`config.mk`:
```
export PLATFORM = sky130hd
export DESIGN_NAME = timer_deadline_queue_top
export DESIGN_NICKNAME = d
export VERILOG_FILES = /design/src/design/tdq_pkg.sv /design/src/design/tdq_slot_mem.sv /design/src/design/timer_deadline_queue_top.sv
export SDC_FILE = /design/constraint.sdc
export NUM_CORES = 2
export LEC_CHECK = 0
export ABC_CLOCK_PERIOD_IN_PS = 8900
export BUFFER_PORTS_ARGS = -buffer_cell sky130_fd_sc_hd__buf_4
export CORE_ASPECT_RATIO = 1.4
export CORE_MARGIN = 3
export CORE_UTILIZATION = 60
export CTS_BUF_LIST = sky130_fd_sc_hd__clkbuf_2 sky130_fd_sc_hd__clkbuf_4 sky130_fd_sc_hd__clkbuf_8
export CTS_CLUSTER_DIAMETER = 150
export DETAILED_ROUTE_END_ITERATION = 8
export PLACE_DENSITY = 0.77
export SYNTH_ARGS = -nofsm -noshare
export SYNTH_HDL_FRONTEND = slang
export SYNTH_SLANG_ARGS = --single-unit
```
`constraint.sdc`:
```
create_clock -name clk -period 8.9 [get_ports clk]
set_input_delay 1.78 -clock clk [delete_from_list [all_inputs] [get_ports clk]]
set_output_delay 1.78 -clock clk [all_outputs]
set_load 0.1 [all_outputs]
```
`src/design/tdq_pkg.sv`:
```
package tdq_pkg;

  localparam int unsigned DEADLINE_W = 48;
  localparam int unsigned HANDLE_W   = 4;
  localparam int unsigned DELAY_W    = 31;
  localparam int unsigned HORIZON_W  = 32;
  localparam int unsigned HANDLE_MAX = 16;

  // Command codes
  localparam logic [2:0] CMD_ARM     = 3'd0;
  localparam logic [2:0] CMD_CANCEL  = 3'd1;
  localparam logic [2:0] CMD_ADVANCE = 3'd2;
  localparam logic [2:0] CMD_POLL    = 3'd3;
  localparam logic [2:0] CMD_QUERY   = 3'd4;

  // Status codes
  localparam logic [1:0] ST_OK        = 2'd0;
  localparam logic [1:0] ST_NONE      = 2'd1;
  localparam logic [1:0] ST_FULL      = 2'd2;
  localparam logic [1:0] ST_NOT_ARMED = 2'd3;

  localparam logic [HORIZON_W-1:0] HORIZON_RESET = 32'd18000000;

  typedef struct packed {
    logic [2:0]          command;
    logic [DELAY_W-1:0]  delay_ms;
    logic [HANDLE_W-1:0] target_handle;
  } tdq_in_t;

  typedef struct packed {
    logic [1:0]            status;
    logic [HANDLE_W-1:0]   result_handle;
    logic [DEADLINE_W-1:0] result_deadline;
  } tdq_out_t;

  // Add two deadline-wide values, saturate at all ones
  function automatic logic [DEADLINE_W-1:0] sat_add(input logic [DEADLINE_W-1:0] a,
                                                     input logic [DEADLINE_W-1:0] b);
    logic [DEADLINE_W:0] sum;
    sum = {1'b0, a} + {1'b0, b};
    return sum[DEADLINE_W] ? {DEADLINE_W{1'b1}} : sum[DEADLINE_W-1:0];
  endfunction

endpackage

```
`src/design/tdq_slot_mem.sv`:
```
module tdq_slot_mem #(
  parameter int DEPTH = 16
) (
  input  logic                              clk,
  input  logic                              we,
  input  logic [$clog2(DEPTH)-1:0]          waddr,
  input  logic [tdq_pkg::DEADLINE_W-1:0]    wdata,
  input  logic                              re,
  input  logic [$clog2(DEPTH)-1:0]          raddr,
  output logic [tdq_pkg::DEADLINE_W-1:0]    rdata
);

  logic [tdq_pkg::DEADLINE_W-1:0] mem [DEPTH];
  logic [tdq_pkg::DEADLINE_W-1:0] rdata_r;

  // Write one deadline
  always_ff @(posedge clk) begin
    if (we) begin
      mem[waddr] <= wdata;
    end
  end

  // Registered read; rdata updates only when re is high
  always_ff @(posedge clk) begin
    if (re) begin
      rdata_r <= mem[raddr];
    end
  end

  assign rdata = rdata_r;

endmodule

```
`src/design/timer_deadline_queue_top.sv`:
```
// Channel | Ports                              | Transfer
// --------+------------------------------------+-------------------------------
// input   | start, busy, in_data (tdq_in_t)    | start high and busy low
// result  | out_valid, out_data (tdq_out_t)    | out_valid high, one cycle only
// config  | cfg_valid, cfg_ready, cfg_data     | cfg_valid and cfg_ready high
//
// Arm, advance and unused codes go via S_EXEC, cancel via S_CANCEL, poll and
// query via S_SCAN over min(SLOTS,16) slots and then S_FINISH: the scan reads
// one deadline per cycle from the single read port of the slot memory.
// Reset (rst_n low, synchronous) clears the clock, all armed bits and the
// result strobe; deadlines in memory are only used for armed slots.
// The receiver cannot stall; busy stays high until the result is driven.
module timer_deadline_queue_top #(
  parameter int SLOTS = 16
) (
  input  logic                            clk,
  input  logic                            rst_n,
  input  logic                            start,
  output logic                            busy,
  input  tdq_pkg::tdq_in_t                in_data,
  output logic                            out_valid,
  output tdq_pkg::tdq_out_t               out_data,
  input  logic                            cfg_valid,
  output logic                            cfg_ready,
  input  logic [tdq_pkg::HORIZON_W-1:0]   cfg_data
);

  localparam int USED = (SLOTS < 16) ? SLOTS : 16;
  localparam int IW   = $clog2(USED);
  localparam logic [IW-1:0] LAST_IDX = IW'(USED - 1);

  localparam logic [2:0] S_IDLE   = 3'd0;
  localparam logic [2:0] S_EXEC   = 3'd1;
  localparam logic [2:0] S_CANCEL = 3'd2;
  localparam logic [2:0] S_SCAN   = 3'd3;
  localparam logic [2:0] S_FINISH = 3'd4;

  logic [2:0]                          state_r, state_nxt;
  tdq_pkg::tdq_in_t                    cmd_r, cmd_nxt;
  logic [tdq_pkg::DEADLINE_W-1:0]      now_r, now_nxt;
  logic [tdq_pkg::HORIZON_W-1:0]       horizon_r, horizon_nxt;
  logic [USED-1:0]                     armed_r, armed_nxt;
  logic [IW-1:0]                       scan_idx_r, scan_idx_nxt;
  logic [IW-1:0]                       best_idx_r, best_idx_nxt;
  logic [tdq_pkg::DEADLINE_W-1:0]      best_dl_r, best_dl_nxt;
  logic                                found_r, found_nxt;
  logic                                out_valid_r, out_valid_nxt;
  tdq_pkg::tdq_out_t                   out_data_r, out_data_nxt;

  logic                                accept;
  logic                                mem_we;
  logic [IW-1:0]                       mem_waddr;
  logic [tdq_pkg::DEADLINE_W-1:0]      mem_wdata;
  logic                                mem_re;
  logic [IW-1:0]                       mem_raddr;
  logic [tdq_pkg::DEADLINE_W-1:0]      mem_rdata;
  logic                                free_found;
  logic [IW-1:0]                       free_idx;
  logic [tdq_pkg::DEADLINE_W-1:0]      arm_dl;
  logic                                tgt_in_range;
  logic [IW-1:0]                       tgt_idx;

  assign accept    = start && (state_r == S_IDLE);
  assign busy      = (state_r != S_IDLE);
  assign cfg_ready = 1'b1;
  assign out_valid = out_valid_r;
  assign out_data  = out_data_r;

  assign arm_dl       = tdq_pkg::sat_add(now_r, tdq_pkg::DEADLINE_W'(cmd_r.delay_ms));
  assign tgt_in_range = ({1'b0, cmd_r.target_handle} < 5'(USED));
  assign tgt_idx      = cmd_r.target_handle[IW-1:0];

  // Find the lowest free slot
  always_comb begin
    free_found = 1'b0;
    free_idx   = '0;
    for (int i = USED - 1; i >= 0; i--) begin
      if (!armed_r[i]) begin
        free_found = 1'b1;
        free_idx   = IW'(i);
      end
    end
  end

  // Drive the read port: cancel target or scan address
  always_comb begin
    mem_re    = 1'b0;
    mem_raddr = '0;
    if (accept) begin
      mem_re    = 1'b1;
      mem_raddr = (in_data.command == tdq_pkg::CMD_CANCEL) ?
                  in_data.target_handle[IW-1:0] : '0;
    end else if (state_r == S_SCAN && scan_idx_r != LAST_IDX) begin
      mem_re    = 1'b1;
      mem_raddr = scan_idx_r + 1'b1;
    end
  end

  // Sequence one command at a time
  always_comb begin
    state_nxt     = state_r;
    cmd_nxt       = cmd_r;
    now_nxt       = now_r;
    horizon_nxt   = horizon_r;
    armed_nxt     = armed_r;
    scan_idx_nxt  = scan_idx_r;
    best_idx_nxt  = best_idx_r;
    best_dl_nxt   = best_dl_r;
    found_nxt     = found_r;
    out_valid_nxt = 1'b0;
    out_data_nxt  = out_data_r;
    mem_we        = 1'b0;
    mem_waddr     = free_idx;
    mem_wdata     = arm_dl;

    if (cfg_valid && cfg_ready) begin
      horizon_nxt = cfg_data;
    end

    unique case (state_r)
      S_IDLE: begin
        if (accept) begin
          cmd_nxt      = in_data;
          scan_idx_nxt = '0;
          found_nxt    = 1'b0;
          best_idx_nxt = '0;
          if (in_data.command == tdq_pkg::CMD_CANCEL) begin
            state_nxt = S_CANCEL;
          end else if (in_data.command == tdq_pkg::CMD_POLL ||
                       in_data.command == tdq_pkg::CMD_QUERY) begin
            state_nxt = S_SCAN;
          end else begin
            state_nxt = S_EXEC;
          end
        end
      end
      S_EXEC: begin
        out_valid_nxt = 1'b1;
        state_nxt     = S_IDLE;
        out_data_nxt  = '{status: tdq_pkg::ST_NONE, result_handle: '0, result_deadline: '0};
        if (cmd_r.command == tdq_pkg::CMD_ARM) begin
          if (free_found) begin
            mem_we              = 1'b1;
            armed_nxt[free_idx] = 1'b1;
            out_data_nxt = '{status: tdq_pkg::ST_OK,
                             result_handle: tdq_pkg::HANDLE_W'(free_idx),
                             result_deadline: arm_dl};
          end else begin
            out_data_nxt.status = tdq_pkg::ST_FULL;
          end
        end else if (cmd_r.command == tdq_pkg::CMD_ADVANCE) begin
          now_nxt      = arm_dl;
          out_data_nxt = '{status: tdq_pkg::ST_OK, result_handle: '0,
                           result_deadline: arm_dl};
        end
      end
      S_CANCEL: begin
        out_valid_nxt = 1'b1;
        state_nxt     = S_IDLE;
        if (tgt_in_range && armed_r[tgt_idx]) begin
          armed_nxt[tgt_idx] = 1'b0;
          out_data_nxt = '{status: tdq_pkg::ST_OK, result_handle: cmd_r.target_handle,
                           result_deadline: mem_rdata};
        end else begin
          out_data_nxt = '{status: tdq_pkg::ST_NOT_ARMED,
                           result_handle: cmd_r.target_handle, result_deadline: '0};
        end
      end
      S_SCAN: begin
        // Keep the earliest armed deadline; strict compare keeps lowest handle
        if (armed_r[scan_idx_r] && (!found_r || mem_rdata < best_dl_r)) begin
          found_nxt    = 1'b1;
          best_idx_nxt = scan_idx_r;
          best_dl_nxt  = mem_rdata;
        end
        if (scan_idx_r == LAST_IDX) begin
          state_nxt = S_FINISH;
        end else begin
          scan_idx_nxt = scan_idx_r + 1'b1;
        end
      end
      S_FINISH: begin
        out_valid_nxt = 1'b1;
        state_nxt     = S_IDLE;
        out_data_nxt  = '{status: tdq_pkg::ST_NONE, result_handle: '0, result_deadline: '0};
        if (cmd_r.command == tdq_pkg::CMD_POLL) begin
          if (found_r && best_dl_r <= now_r) begin
            armed_nxt[best_idx_r] = 1'b0;
            out_data_nxt = '{status: tdq_pkg::ST_OK,
                             result_handle: tdq_pkg::HANDLE_W'(best_idx_r),
                             result_deadline: best_dl_r};
          end
        end else if (found_r) begin
          out_data_nxt = '{status: tdq_pkg::ST_OK,
                           result_handle: tdq_pkg::HANDLE_W'(best_idx_r),
                           result_deadline: best_dl_r};
        end else begin
          out_data_nxt.result_deadline =
            tdq_pkg::sat_add(now_r, tdq_pkg::DEADLINE_W'(horizon_r));
        end
      end
      default: begin
        state_nxt = S_IDLE;
      end
    endcase
  end

  // Control state
  always_ff @(posedge clk) begin
    if (!rst_n) begin
      state_r     <= S_IDLE;
      now_r       <= '0;
      horizon_r   <= tdq_pkg::HORIZON_RESET;
      armed_r     <= '0;
      out_valid_r <= 1'b0;
    end else begin
      state_r     <= state_nxt;
      now_r       <= now_nxt;
      horizon_r   <= horizon_nxt;
      armed_r     <= armed_nxt;
      out_valid_r <= out_valid_nxt;
    end
  end

  // Payload and scan registers
  always_ff @(posedge clk) begin
    cmd_r      <= cmd_nxt;
    scan_idx_r <= scan_idx_nxt;
    best_idx_r <= best_idx_nxt;
    best_dl_r  <= best_dl_nxt;
    found_r    <= found_nxt;
    out_data_r <= out_data_nxt;
  end

  tdq_slot_mem #(
    .DEPTH (USED)
  ) u_slot_mem (
    .clk   (clk),
    .we    (mem_we),
    .waddr (mem_waddr),
    .wdata (mem_wdata),
    .re    (mem_re),
    .raddr (mem_raddr),
    .rdata (mem_rdata)
  );

endmodule
```
==> run summary <==
Max rail drop VDD - 0.000154 V
Pint - 7.81 mW
Synth-to-Final Area Change - 10.3%
Pin count of the biggest net entering global routing - 197
Die area - 85400 um^2
Placed cell areas - 51100 um^2
Clock share of power - 38.3%
Final Util - 67.1%
Share of power burned in registers - 54.9%
Cell area after synthesis - 49100 um^2
CTS tree - built
Comb power frac - 6.8%
Syn avg cell area - 12.1 um^2
Non-Filler Instances - 5329
Drt pass-1 iters - 5
WS Path Type - reg -> reg
Final Max Tran Viols - 0
Simple-gate share of the synthesized area - 11.1%
Wire length per cell - 24.3 um
Synth Net Count - 4283
Endpoint class of the critical path - flip-flop
Number of routed nets with antenna violations - 0
Clk sinks - 1065
Max Clock Freq - 218 MHz
Startpoint Class - flip-flop
# DRC - 0
Chip width - 248 um
XOR/XNOR Fraction of Synth Area - 1.16%
Fillcell total - 5825
Cell accounting for the most synthesized area - edfxtp_1
I/O pin cnt - 131
Pleak - 19.0 nW
Psw - 2.43 mW
Worst min path class - reg -> reg
GRT Overall Usage - 30.2%
GPL Wtd Cong - 0.973
IO buf count - 129
Normalized max-slew margin - 16.7%
Crit share post-route - 51.6%
Initial antenna violation count - 1
Final-report hold violation count - 0
Ys Warns - 0
Skew-Pair Late Insertion Delay - 0.83 ns
Largest family of logic cells by synthesized area - compound AO/OA/AOI/OAI gates
Worst path cell trace - ha_1 > a21oi_1 > o211a_1 > o31ai_1 > o2111ai_1 > o221ai_2 > nor2b_1 > and3_1 > mux2i_1 > inv_1
Run status - finished, final reports clean
Hpwl dp - 78300 um
RSZ-0062 raised after global routing - no
Cell row count - 123
CP Data Required Time - 9.37 ns
Final Worst Setup Slack - 4.31 ns
Clock-pin slew on the worst setup and hold paths - 0.06 ns
CP max stage cell - o31ai_1
Drt first-iter violations - 3887
Vias in the first global route - 33000
CP arrival - 5.06 ns
CTS resizes - 0
Yosys cell types - 89
Ys async rst share - 0%
# setup viols final - 0
Synth Register Bits - 1065
Vias per std cell - 6.43
Min cycle time layout - 4.60 ns
Initial core utilization - 60.8%
Root Driver - clkbuf_8
Clock Skew - 0.0351 ns
GR Overflow Total - 0
Sequential element share of the synthesized area - 63.1%
Crit path buffers/inverters - 1
Adder-cell share of the synthesized area - 4.13%
Area occupied by multi-input gates - 16700 um^2
Tightest Pin Transition - 1.25 ns
DR vias - 34200
First-pass GRT wire length - 194000 um
Die height - 344 um
H-tree depth - 4
Top delay family on crit path - compound AO/OA/AOI/OAI gates
Sw frac - 23.7%
Delay of the slowest critical-path stage - 0.86 ns
Post-route cell area - 54200 um^2
Max-Cap Viols - 0
Nets - 4376
Num CTS Buffers - 155
Compound-gate portion of the synthesized area - 16.0%
Post-synthesis mux area share - 1.35%
Post-CTS Setup Bufs - 0
Synth Flop Type - edfxtp_1
Clock Tree Buf Depth - 3
Hold buffers post-CTS - 0
Setup TNS Final - 0 ns
Post-synth EDFFs - 965
Top cell type's share of synthesized area - 59.0%
CP Max Fanout - 16
Register Area - 31000 um^2
Core Area - 80800 um^2
Final WL - 130000 um
Mapped Cells - 4048
Cell Pwr Density - 189 nW/um^2
Main area contributors after synthesis - edfxtp_1, a211oi_1, nand2_1, dfxtp_1, ha_1
Placed Instances - 5046
Post-place setup slack - 3.62 ns
Layout cells sized above 1 - 11.9%
-- per-layer routing --
| metal | global-route usage (%) | up-vias | part of all wire, % |
|---|---|---|---|
| met5 | 0 | - | 0 |
| met4 | 14.5 | 0 | 4.5 |
| met3 | 4.56 | 358 | 8.5 |
| met2 | 48.6 | 1650 | 47 |
| met1 | 40.7 | 16600 | 40 |
| li1 | - | 15600 | - |
-- area by class of cell --
| cell class | instances | area share [%] |
|---|---|---|
| Antenna cell | 2 | 0.00924 |
| Clock buffer | 213 | 4.78 |
| Clock inverter | 68 | 0.958 |
| Inverter | 143 | 0.991 |
| Multi-Input combinational cell | 2591 | 30.9 |
| Sequential cell | 1065 | 57.2 |
| Tap cell | 1062 | 2.45 |
| Timing Repair Buffer | 185 | 2.73 |
-- worst paths after layout --
path	slack, ns	start	to	cells past startpoint
setup / recovery	4.31	cmd_r[12]$_DFFE_PP_	u_slot_mem.mem[15][37]$_DFFE_PP_	10
hold reg to reg	0.49	u_slot_mem.rdata[16]$_DFFE_PP_	best_dl_r[16]$_DFFE_PP_	0
setup reg to reg	4.31	cmd_r[12]$_DFFE_PP_	u_slot_mem.mem[15][37]$_DFFE_PP_	10
hold / removal	0.49	u_slot_mem.rdata[16]$_DFFE_PP_	best_dl_r[16]$_DFFE_PP_	0
-- kinds of logic after synthesis --
logic type / after synthesis
AO/OA/AOI/OAI: 1141
XOR/XNOR: 65
adder cells (fa/ha/maj): 161
buffers and inverters: 392
flip-flops: 1065
multiplexers: 53
other: 1
AND/OR/NAND/NOR: 1170
-- through the flow --
| step | hold WS (ns) | power [mW] |
|---|---|---|
| 2_1_floorplan | 0.444 | 6.17 |
| 3_3_place_gp | 0.470 | 6.40 |
| 3_5_place_dp | 0.479 | 6.41 |
| 4_1_cts | 0.486 | 10.3 |
| 5_1_grt | 0.506 | 10.6 |
| 6_report | 0.488 | 10.2 |
-- sequential cells by signal, summed over array words and instances (netlist names) --
name,count
armed_r,16
best_dl_r,48
u_slot_mem.mem,768
tgt_idx,4
out_data,54
scan_idx_r,4
state_r,3
now_r,48
cmd_r,34
u_slot_mem.rdata,48
best_idx_r,4
found_r,1
horizon_r,32
out_valid,1
-- synthesized netlist by cell type (14+ instances only) --
master and count:
xnor2_1 37, and3_1 14, xor2_1 28, and2_1 115, a31oi_1 112, nand2b_1 22, dfxtp_1 100, o221ai_1 19
a311oi_1 104, buf_2 49, and2_0 93, nor2_1 184, o211ai_1 23, inv_1 142, clkbuf_1 181, nor3_1 39
a21o_1 46, edfxtp_1 965, a211oi_1 283, nand2_1 546, a21oi_1 267, ha_1 159, a22oi_1 22, nand4_1 40
nand3_1 48, mux2i_1 39, o21ai_0 110
-- layout by cell type (no fill, tap or decap), types with 113 or more instances in the layout --
cell type and n:
edfxtp_1 965, nand2_1 546, a211oi_1 283, a21oi_1 264, buf_4 178, nor2_1 169, ha_1 159, clkbuf_8 158
inv_1 140, and2_1 113
-- power by group through the flow --
stage | clock network, mW | logic [mW] | registers (mW)
after CTS | 3.98 | 0.694 | 5.62
after global placement | 0 | 0.680 | 5.72
after global routing | 4.18 | 0.753 | 5.62
after detailed placement | 0 | 0.691 | 5.72
after floorplan | 0 | 0.359 | 5.81
final | 3.92 | 0.701 | 5.62
No activity file was read; power rests on OpenSTA's default activity.
